--- src/sv/kqs_pkg.sv ---
// shared constants for the k-queues shared store: pool geometry, pointer widths,
// operation and status codes
// no dependencies
package kqs_pkg;

    // pool and queue geometry
    localparam int SLOTS   = 16;
    localparam int QUEUES  = 4;

    // a pointer holds a slot number or the null code SLOTS
    localparam int PTR_W   = $clog2(SLOTS + 1);
    localparam int IDX_W   = $clog2(SLOTS);
    localparam int QID_W   = 2;
    localparam int DATA_W  = 32;
    localparam int STAT_W  = 2;

    localparam logic [PTR_W-1:0] NULL_PTR = PTR_W'(SLOTS);

    // operation codes
    localparam logic OP_PUSH = 1'b0;
    localparam logic OP_POP  = 1'b1;

    // status codes
    localparam logic [STAT_W-1:0] ST_OK    = 2'd0;
    localparam logic [STAT_W-1:0] ST_FULL  = 2'd1;
    localparam logic [STAT_W-1:0] ST_EMPTY = 2'd2;

endpackage

--- src/sv/kqs_if.sv ---
// valid/ready channel interfaces for the k-queues shared store
// depends on kqs_pkg
interface kqs_in_if import kqs_pkg::*; ();
    logic                     valid;
    logic                     ready;
    logic                     op;
    logic [QID_W-1:0]         queue_id;
    logic signed [DATA_W-1:0] value;

    modport source (output valid, output op, output queue_id, output value, input ready);
    modport sink   (input valid, input op, input queue_id, input value, output ready);
endinterface

interface kqs_out_if import kqs_pkg::*; ();
    logic                     valid;
    logic                     ready;
    logic [STAT_W-1:0]        status;
    logic signed [DATA_W-1:0] data_out;

    modport source (output valid, output status, output data_out, input ready);
    modport sink   (input valid, input status, input data_out, output ready);
endinterface

--- src/sv/k_queues_shared_store.sv ---
// Several FIFO queues sharing one pool of slots kept in two synchronous memories (slot data
// and next-slot link), free slots chained on a free list. Each word is handled in order: the
// accept cycle reads the slot memories at the free head (push) or the queue head (pop), then
// the update stage uses the registered read data to relink pointers and loads the result register.
// A new word is taken whenever the update stage is empty, even while a result waits in the
// output register; the update stage holds while that register is still full. Link entries
// carry per-slot valid bits cleared at reset, so the block is usable from the first cycle
// with no clearing pass. Refused pushes (pool full) and pops (queue empty) return a status
// code and zero data.
module k_queues_shared_store import kqs_pkg::*; (
    input  logic       i_clk,
    input  logic       i_rst_n,
    kqs_in_if.sink     i_in,
    kqs_out_if.source  o_out
);

    localparam logic S_IDLE = 1'b0;
    localparam logic S_EXEC = 1'b1;

    // slot memories
    logic [DATA_W-1:0] r_slot_data [SLOTS];
    logic [PTR_W-1:0]  r_slot_link [SLOTS];
    logic [SLOTS-1:0]  r_link_vld;

    // pointer registers
    logic [PTR_W-1:0]  r_queue_head [QUEUES];
    logic [PTR_W-1:0]  r_queue_tail [QUEUES];
    logic [PTR_W-1:0]  r_free_head;

    // word in flight
    logic              r_state;
    logic              r_op;
    logic [QID_W-1:0]  r_q;
    logic [PTR_W-1:0]  r_slot;
    logic              r_ok;
    logic [DATA_W-1:0] r_data_q;
    logic [PTR_W-1:0]  r_link_q;
    logic              r_link_q_vld;

    // result register
    logic              r_out_valid;
    logic [STAT_W-1:0] r_status;
    logic [DATA_W-1:0] r_data_out;

    logic              acc;
    logic [QID_W-1:0]  acc_q;
    logic [PTR_W-1:0]  acc_slot;
    logic              acc_ok;
    logic              adv;
    logic [PTR_W-1:0]  link_rd;
    logic [PTR_W-1:0]  link_next;
    logic              q_live;
    logic              lw_en;
    logic [IDX_W-1:0]  lw_addr;
    logic [PTR_W-1:0]  lw_data;
    logic              dw_en;

    assign i_in.ready     = (r_state == S_IDLE);
    assign o_out.valid    = r_out_valid;
    assign o_out.status   = r_status;
    assign o_out.data_out = r_data_out;

    // accept side: pick the slot the word works on
    always_comb begin
        acc      = i_in.valid && i_in.ready;
        acc_q    = i_in.queue_id;
        acc_slot = (i_in.op == OP_PUSH) ? r_free_head : r_queue_head[acc_q];
        acc_ok   = (acc_slot < NULL_PTR);
    end

    // update side: registered link, with the reset chain for unwritten entries
    always_comb begin
        adv       = (r_state == S_EXEC) && (!r_out_valid || o_out.ready);
        link_rd   = r_link_q_vld ? r_link_q
                                 : PTR_W'(r_slot[IDX_W-1:0]) + PTR_W'(1);
        link_next = (link_rd < NULL_PTR) ? link_rd : NULL_PTR;
        q_live    = (r_queue_head[r_q] < NULL_PTR) && (r_queue_tail[r_q] < NULL_PTR);
    end

    // single link write port: null at a claimed slot, or a relink during update
    always_comb begin
        lw_en   = 1'b0;
        lw_addr = acc_slot[IDX_W-1:0];
        lw_data = NULL_PTR;
        dw_en   = acc && acc_ok && (i_in.op == OP_PUSH);
        if (adv && r_ok) begin
            if (r_op == OP_PUSH) begin
                lw_en   = q_live;
                lw_addr = r_queue_tail[r_q][IDX_W-1:0];
                lw_data = r_slot;
            end else begin
                lw_en   = 1'b1;
                lw_addr = r_slot[IDX_W-1:0];
                lw_data = r_free_head;
            end
        end else if (dw_en) begin
            lw_en = 1'b1;
        end
    end

    // slot memories, read-first
    always_ff @(posedge i_clk) begin
        if (acc) begin
            r_link_q <= r_slot_link[acc_slot[IDX_W-1:0]];
            r_data_q <= r_slot_data[acc_slot[IDX_W-1:0]];
        end
        if (lw_en) begin
            r_slot_link[lw_addr] <= lw_data;
        end
        if (dw_en) begin
            r_slot_data[acc_slot[IDX_W-1:0]] <= i_in.value;
        end
    end

    // link valid bits
    always_ff @(posedge i_clk) begin
        if (!i_rst_n) begin
            r_link_vld   <= '0;
            r_link_q_vld <= 1'b0;
        end else begin
            if (acc) begin
                r_link_q_vld <= r_link_vld[acc_slot[IDX_W-1:0]];
            end
            if (lw_en) begin
                r_link_vld[lw_addr] <= 1'b1;
            end
        end
    end

    // word in flight
    always_ff @(posedge i_clk) begin
        if (acc) begin
            r_op   <= i_in.op;
            r_q    <= acc_q;
            r_slot <= acc_slot;
            r_ok   <= acc_ok;
        end
    end

    // control, pointers and result
    always_ff @(posedge i_clk) begin
        if (!i_rst_n) begin
            r_state     <= S_IDLE;
            r_free_head <= '0;
            r_out_valid <= 1'b0;
            for (int i = 0; i < QUEUES; i++) begin
                r_queue_head[i] <= NULL_PTR;
                r_queue_tail[i] <= NULL_PTR;
            end
        end else begin
            if (adv) begin
                r_out_valid <= 1'b1;
            end else if (o_out.ready) begin
                r_out_valid <= 1'b0;
            end
            if (acc) begin
                r_state <= S_EXEC;
            end
            if (adv) begin
                r_state <= S_IDLE;
                if (!r_ok) begin
                    r_status   <= (r_op == OP_PUSH) ? ST_FULL : ST_EMPTY;
                    r_data_out <= '0;
                end else if (r_op == OP_PUSH) begin
                    r_status          <= ST_OK;
                    r_data_out        <= '0;
                    r_free_head       <= link_next;
                    r_queue_tail[r_q] <= r_slot;
                    if (!q_live) begin
                        r_queue_head[r_q] <= r_slot;
                    end
                end else begin
                    r_status          <= ST_OK;
                    r_queue_head[r_q] <= link_next;
                    r_free_head       <= r_slot;
                    r_data_out        <= r_data_q;
                end
            end
        end
    end

    // a refused push means the free list was empty
    a_full_only_when_empty: assert property (@(posedge i_clk) disable iff (!i_rst_n)
        (r_state == S_EXEC && r_op == OP_PUSH && !r_ok) |-> (r_free_head == NULL_PTR))
        else $error("push refused with free slots left");

    // a successful pop puts its slot at the front of the free list
    a_pop_frees_slot: assert property (@(posedge i_clk) disable iff (!i_rst_n)
        (adv && r_op == OP_POP && r_ok) |=> (r_free_head == $past(r_slot)))
        else $error("popped slot not returned to free list");

    // every finished update shows a result next cycle
    a_result_loaded: assert property (@(posedge i_clk) disable iff (!i_rst_n)
        adv |=> o_out.valid)
        else $error("update finished without a result");

    // a word only enters the update stage through an accept
    a_exec_from_accept: assert property (@(posedge i_clk) disable iff (!i_rst_n)
        ($rose(r_state) && $past(i_rst_n)) |-> $past(acc))
        else $error("update stage entered without an accepted word");

endmodule
--- src/flat_wrapper.sv ---
// flat-port wrapper written by rule: the top's interface ports become plain ports
module k_queues_shared_store_flat import kqs_pkg::*;
  (i_clk, i_rst_n, i_in_valid, i_in_op, i_in_queue_id, i_in_value, i_in_ready, o_out_valid, o_out_status, o_out_data_out, o_out_ready);
  kqs_in_if i_in_i ();
  kqs_out_if o_out_i ();
  input  logic i_clk;
  input  logic i_rst_n;
  input wire logic [$bits(i_in_i.valid)-1:0] i_in_valid;
  input wire logic [$bits(i_in_i.op)-1:0] i_in_op;
  input wire logic [$bits(i_in_i.queue_id)-1:0] i_in_queue_id;
  input wire logic [$bits(i_in_i.value)-1:0] i_in_value;
  output wire logic [$bits(i_in_i.ready)-1:0] i_in_ready;
  output wire logic [$bits(o_out_i.valid)-1:0] o_out_valid;
  output wire logic [$bits(o_out_i.status)-1:0] o_out_status;
  output wire logic [$bits(o_out_i.data_out)-1:0] o_out_data_out;
  input wire logic [$bits(o_out_i.ready)-1:0] o_out_ready;
  assign i_in_i.valid = i_in_valid;
  assign i_in_i.op = i_in_op;
  assign i_in_i.queue_id = i_in_queue_id;
  assign i_in_i.value = i_in_value;
  assign i_in_ready = i_in_i.ready;
  assign o_out_valid = o_out_i.valid;
  assign o_out_status = o_out_i.status;
  assign o_out_data_out = o_out_i.data_out;
  assign o_out_i.ready = o_out_ready;
  k_queues_shared_store u_core (.i_clk(i_clk), .i_rst_n(i_rst_n), .i_in(i_in_i), .o_out(o_out_i));
endmodule
--- config.mk ---
export PLATFORM = sky130hd
export DESIGN_NAME = k_queues_shared_store_flat
export DESIGN_NICKNAME = d
export VERILOG_FILES = /design/src/sv/kqs_pkg.sv /design/src/sv/kqs_if.sv /design/src/sv/k_queues_shared_store.sv /design/src/flat_wrapper.sv
export SDC_FILE = /design/constraint.sdc
export NUM_CORES = 1
export LEC_CHECK = 0
export ABC_AREA = 1
export BUFFER_PORTS_ARGS = -buffer_cell sky130_fd_sc_hd__buf_2
export CAP_MARGIN = 20
export CORE_MARGIN = 3
export CORE_UTILIZATION = 30
export DETAILED_ROUTE_END_ITERATION = 10
export PLACE_DENSITY = 0.45
export SKIP_LAST_GASP = 1
export SLEW_MARGIN = 20
export SYNTH_ARGS = -nofsm -noshare
export SYNTH_HDL_FRONTEND = slang
export SYNTH_SLANG_ARGS = --single-unit
--- constraint.sdc ---
create_clock -name i_clk -period 5.07 [get_ports i_clk]
set_input_delay 1.014 -clock i_clk [delete_from_list [all_inputs] [get_ports i_clk]]
set_output_delay 1.014 -clock i_clk [all_outputs]
set_load 0.01 [all_outputs]
==> metrics.md <==
| Metric | Value |
|---|---|
| Post-route setup TNS | `0 ps` |
| DR WL met3 | `3141 um` |
| Static leakage | `13.30 nW` |
| R2R Setup Slk | `1570 ps` |
| Aggregate global routing overflow | `0` |
| First-pass DRT Iterations | `5` |
| Largest net degree at the start of global routing | `151` |
| Core Rows | `115` |
| CTS tree | `done` |
| RD Place Congestion | `0.8066` |
| Pre-CTS setup slack | `523.3 ps` |
| Worst skew pair latency | `630 ps` |
| Die width | `322.4 um` |
| # Max-Cap Violations | `0` |
| Worst-path clk slew | `50 ps` |
| EDFF count, synth | `712` |
| Worst EP required | `5320 ps` |
| Antenna violations before repair | `8` |
| Count of cell types in the netlist | `36` |
| Syn avg cell area | `11.00 sq um` |
| Period utilization | `76.32%` |
| Initial Utilization | `30.38%` |
| Clock Path Buffers | `3` |
| Predominant post-synthesis flop cell | `edfxtp_1` |
| Highest Signal Layer | `met5` |
| Pwr dens | `399.7 nW/um^2` |
| Mapped cell area | `30030 sq um` |
| Slew Limit Fails | `0` |
| Fmax | `258.4 MHz` |
| Die ar. | `103900 sq um` |
| Worst setup EP type | `register` |
| Post-CTS Resized | `0` |
| Synth Register Bits | `738` |
| Yosys warnings | `0` |
| Post-Route Skew | `21.21 ps` |
| Critical Path AT | `4120 ps` |
| Sequential Area | `21900 sq um` |
| RSZ-0062 raised after global routing | `no` |
| Ratio of cells with drive above 1 in the final layout | `9.705%` |
| DR DRC count | `0` |
| Met2 wire length | `38150 um` |
| Hpwl dp | `44050 um` |
| Crit-path max FO | `150` |
| Startpoint types | `primary input` |
| Syn Nets | `2769` |
| Setup bufs post-CTS | `0` |
| Via density | `4.548` |
| Setup Viol. Count Final | `0` |
| Sequential-to-total area share from yosys stat | `72.94%` |
| Post-synth ARST share | `0%` |
| Wl on met1 | `36580 um` |
| H-tree levels | `3` |
| Vias in the first global route | `18970` |
| Min setup slack post-route | `1200 ps` |
| Final Hold Viols | `0` |
| Footprint of the multi-input gates | `6942 sq um` |
| Final WL | `80110 um` |
| Core Region | `98850 sq um` |
| Post-Synthesis Cells | `2729` |
| Vias post-DR | `18979` |
| Hold bufs inserted after CTS | `0` |
| First DRT Iteration DRCs | `1454` |
| Worst min-delay path class | `register to register` |
| Root buf cell | `clkbuf_16` |
| Num CTS Buffers | `86` |
| Overall power | `13.88 mW` |
| Worst-Margin Slew | `1044 ps` |
| VDD IR-drop max | `0.2447 mV` |
| Critical path class | `primary input to register` |
| Total track usage | `15.53%` |
| Chip Height | `322.4 um` |
| Routed Antenna Nets | `0` |
| Number of fill cells in the layout | `9742` |
| First-pass GRT wire length | `120900 um` |
| Sink Count | `738` |
| Relative slew margins | `30.40%` |
| WL/cell | `19.20 um` |
| Port bufs | `74` |
| Status | `finished clean` |
| I/O Pins | `75` |
| Final min period | `3870 ps` |
| Final nets | `2859` |
| Synthesis-to-finish area growth | `15.66%` |
[synthesized netlist by cell type (all sizes together), types with 3 or more instances]
master,n,area (sq um)
o21ai,29,175.2
nor3,10,55.05
inv,202,758.2
edfxtp,712,21380
o21bai,3,22.52
nor2,128,513.0
clkbuf,31,116.4
a31oi,3,18.77
buf,79,470.4
nand3,183,938.4
a21oi,28,140.1
nand2,1284,4832
dfxtp,26,520.5
[sequential cells by signal, summed over array words and instances (netlist names), 2 cells and up, named ones only]
signal and count:
u_core.r_slot_data 512, u_core.r_link_q 5, u_core.r_slot 5, u_core.r_queue_head 20, u_core.o_out.status 2, u_core.r_q 2, u_core.r_link_vld 16, u_core.r_free_head 5
u_core.r_queue_tail 20, u_core.o_out.data_out 32, u_core.r_slot_link 80, u_core.r_data_q 32
[final timing paths]
path / endpoint / startpoint / depth (start not counted)
min reg2reg: u_core.r_link_vld[14]$_SDFFE_PN0P_ / u_core.r_link_vld[14]$_SDFFE_PN0P_ / 2
max reg2reg: u_core.r_slot_data[13][27]$_DFFE_PP_ / u_core.r_free_head[0]$_SDFFE_PN0P_ / 8
min: u_core.r_link_vld[14]$_SDFFE_PN0P_ / u_core.r_link_vld[14]$_SDFFE_PN0P_ / 2
max: u_core.r_slot_data[13][27]$_DFFE_PP_ / i_in_op / 9
[per-layer routing]
layer	vias to the layer above	track usage (%)
met5	-	0
met4	8	4.497
met3	150	2.554
met2	392	25.96
met1	9269	20.86
li1	9160	-
[cell families after synthesis]
logic type / synth area share [%]
buffers and inverters: 4.505
AO/OA/AOI/OAI: 1.346
XOR/XNOR: 0.05835
flip-flops: 72.94
adder cells (fa/ha/maj): 0.04166
AND/OR/NAND/NOR: 21.11
[power breakdown]
group,total (mW),switching (mW),internal (mW)
sequential,6.89,0.0462,6.84
combinational,1.10,0.829,0.275
clock,5.89,2.41,3.48
total,13.9,3.28,10.6
[layout make-up]
type,count,area share [%]
diodes,1,0.007205
clock buffers,112,6.600
clock inverters,42,1.102
inverters,204,2.212
multi-input cells,1677,19.99
flip-flops and latches,738,63.06
well taps,1287,4.637
repair buffers,112,2.392
[critical path, cell delays in order]
cell     delay (ps)
buf_2           240
inv_1           160
nand2_1         330
nand2_8         240
inv_4           160
buf_12          510
nand3_1         500
nor2_4          310
buf_4           480
[cell usage in the layout (no fill, tap or decap), types with 6 or more instances in the layout]
master	netlist	layout
dfxtp_1	26	26
nor2_1	121	100
clkinv_1	2	16
edfxtp_1	712	712
inv_1	193	192
buf_4	23	24
nor2_4	3	24
o21ai_0	20	20
buf_2	52	74
a21oi_1	28	28
inv_2	9	9
buf_12	0	14
clkinv_2	0	17
nor3_1	9	9
nand3_1	180	180
bufinv_16	0	6
clkbuf_16	0	88
nand2_1	1281	1280
clkbuf_1	31	24
[through the flow]
step           cells  hold slack [ps]  area, sq um  utilization, %
3_5_place_dp    4018            441.9        32050           32.42
6_report        4173            449.6        34730           35.13
3_3_place_gp    4018            439.2        32050           32.42
2_1_floorplan   2729            430.1        30030               -
4_1_cts         4172            450.1        34730           35.13
5_1_grt         4172            467.5        34730           35.13
No activity file was read; power rests on OpenSTA's default activity.
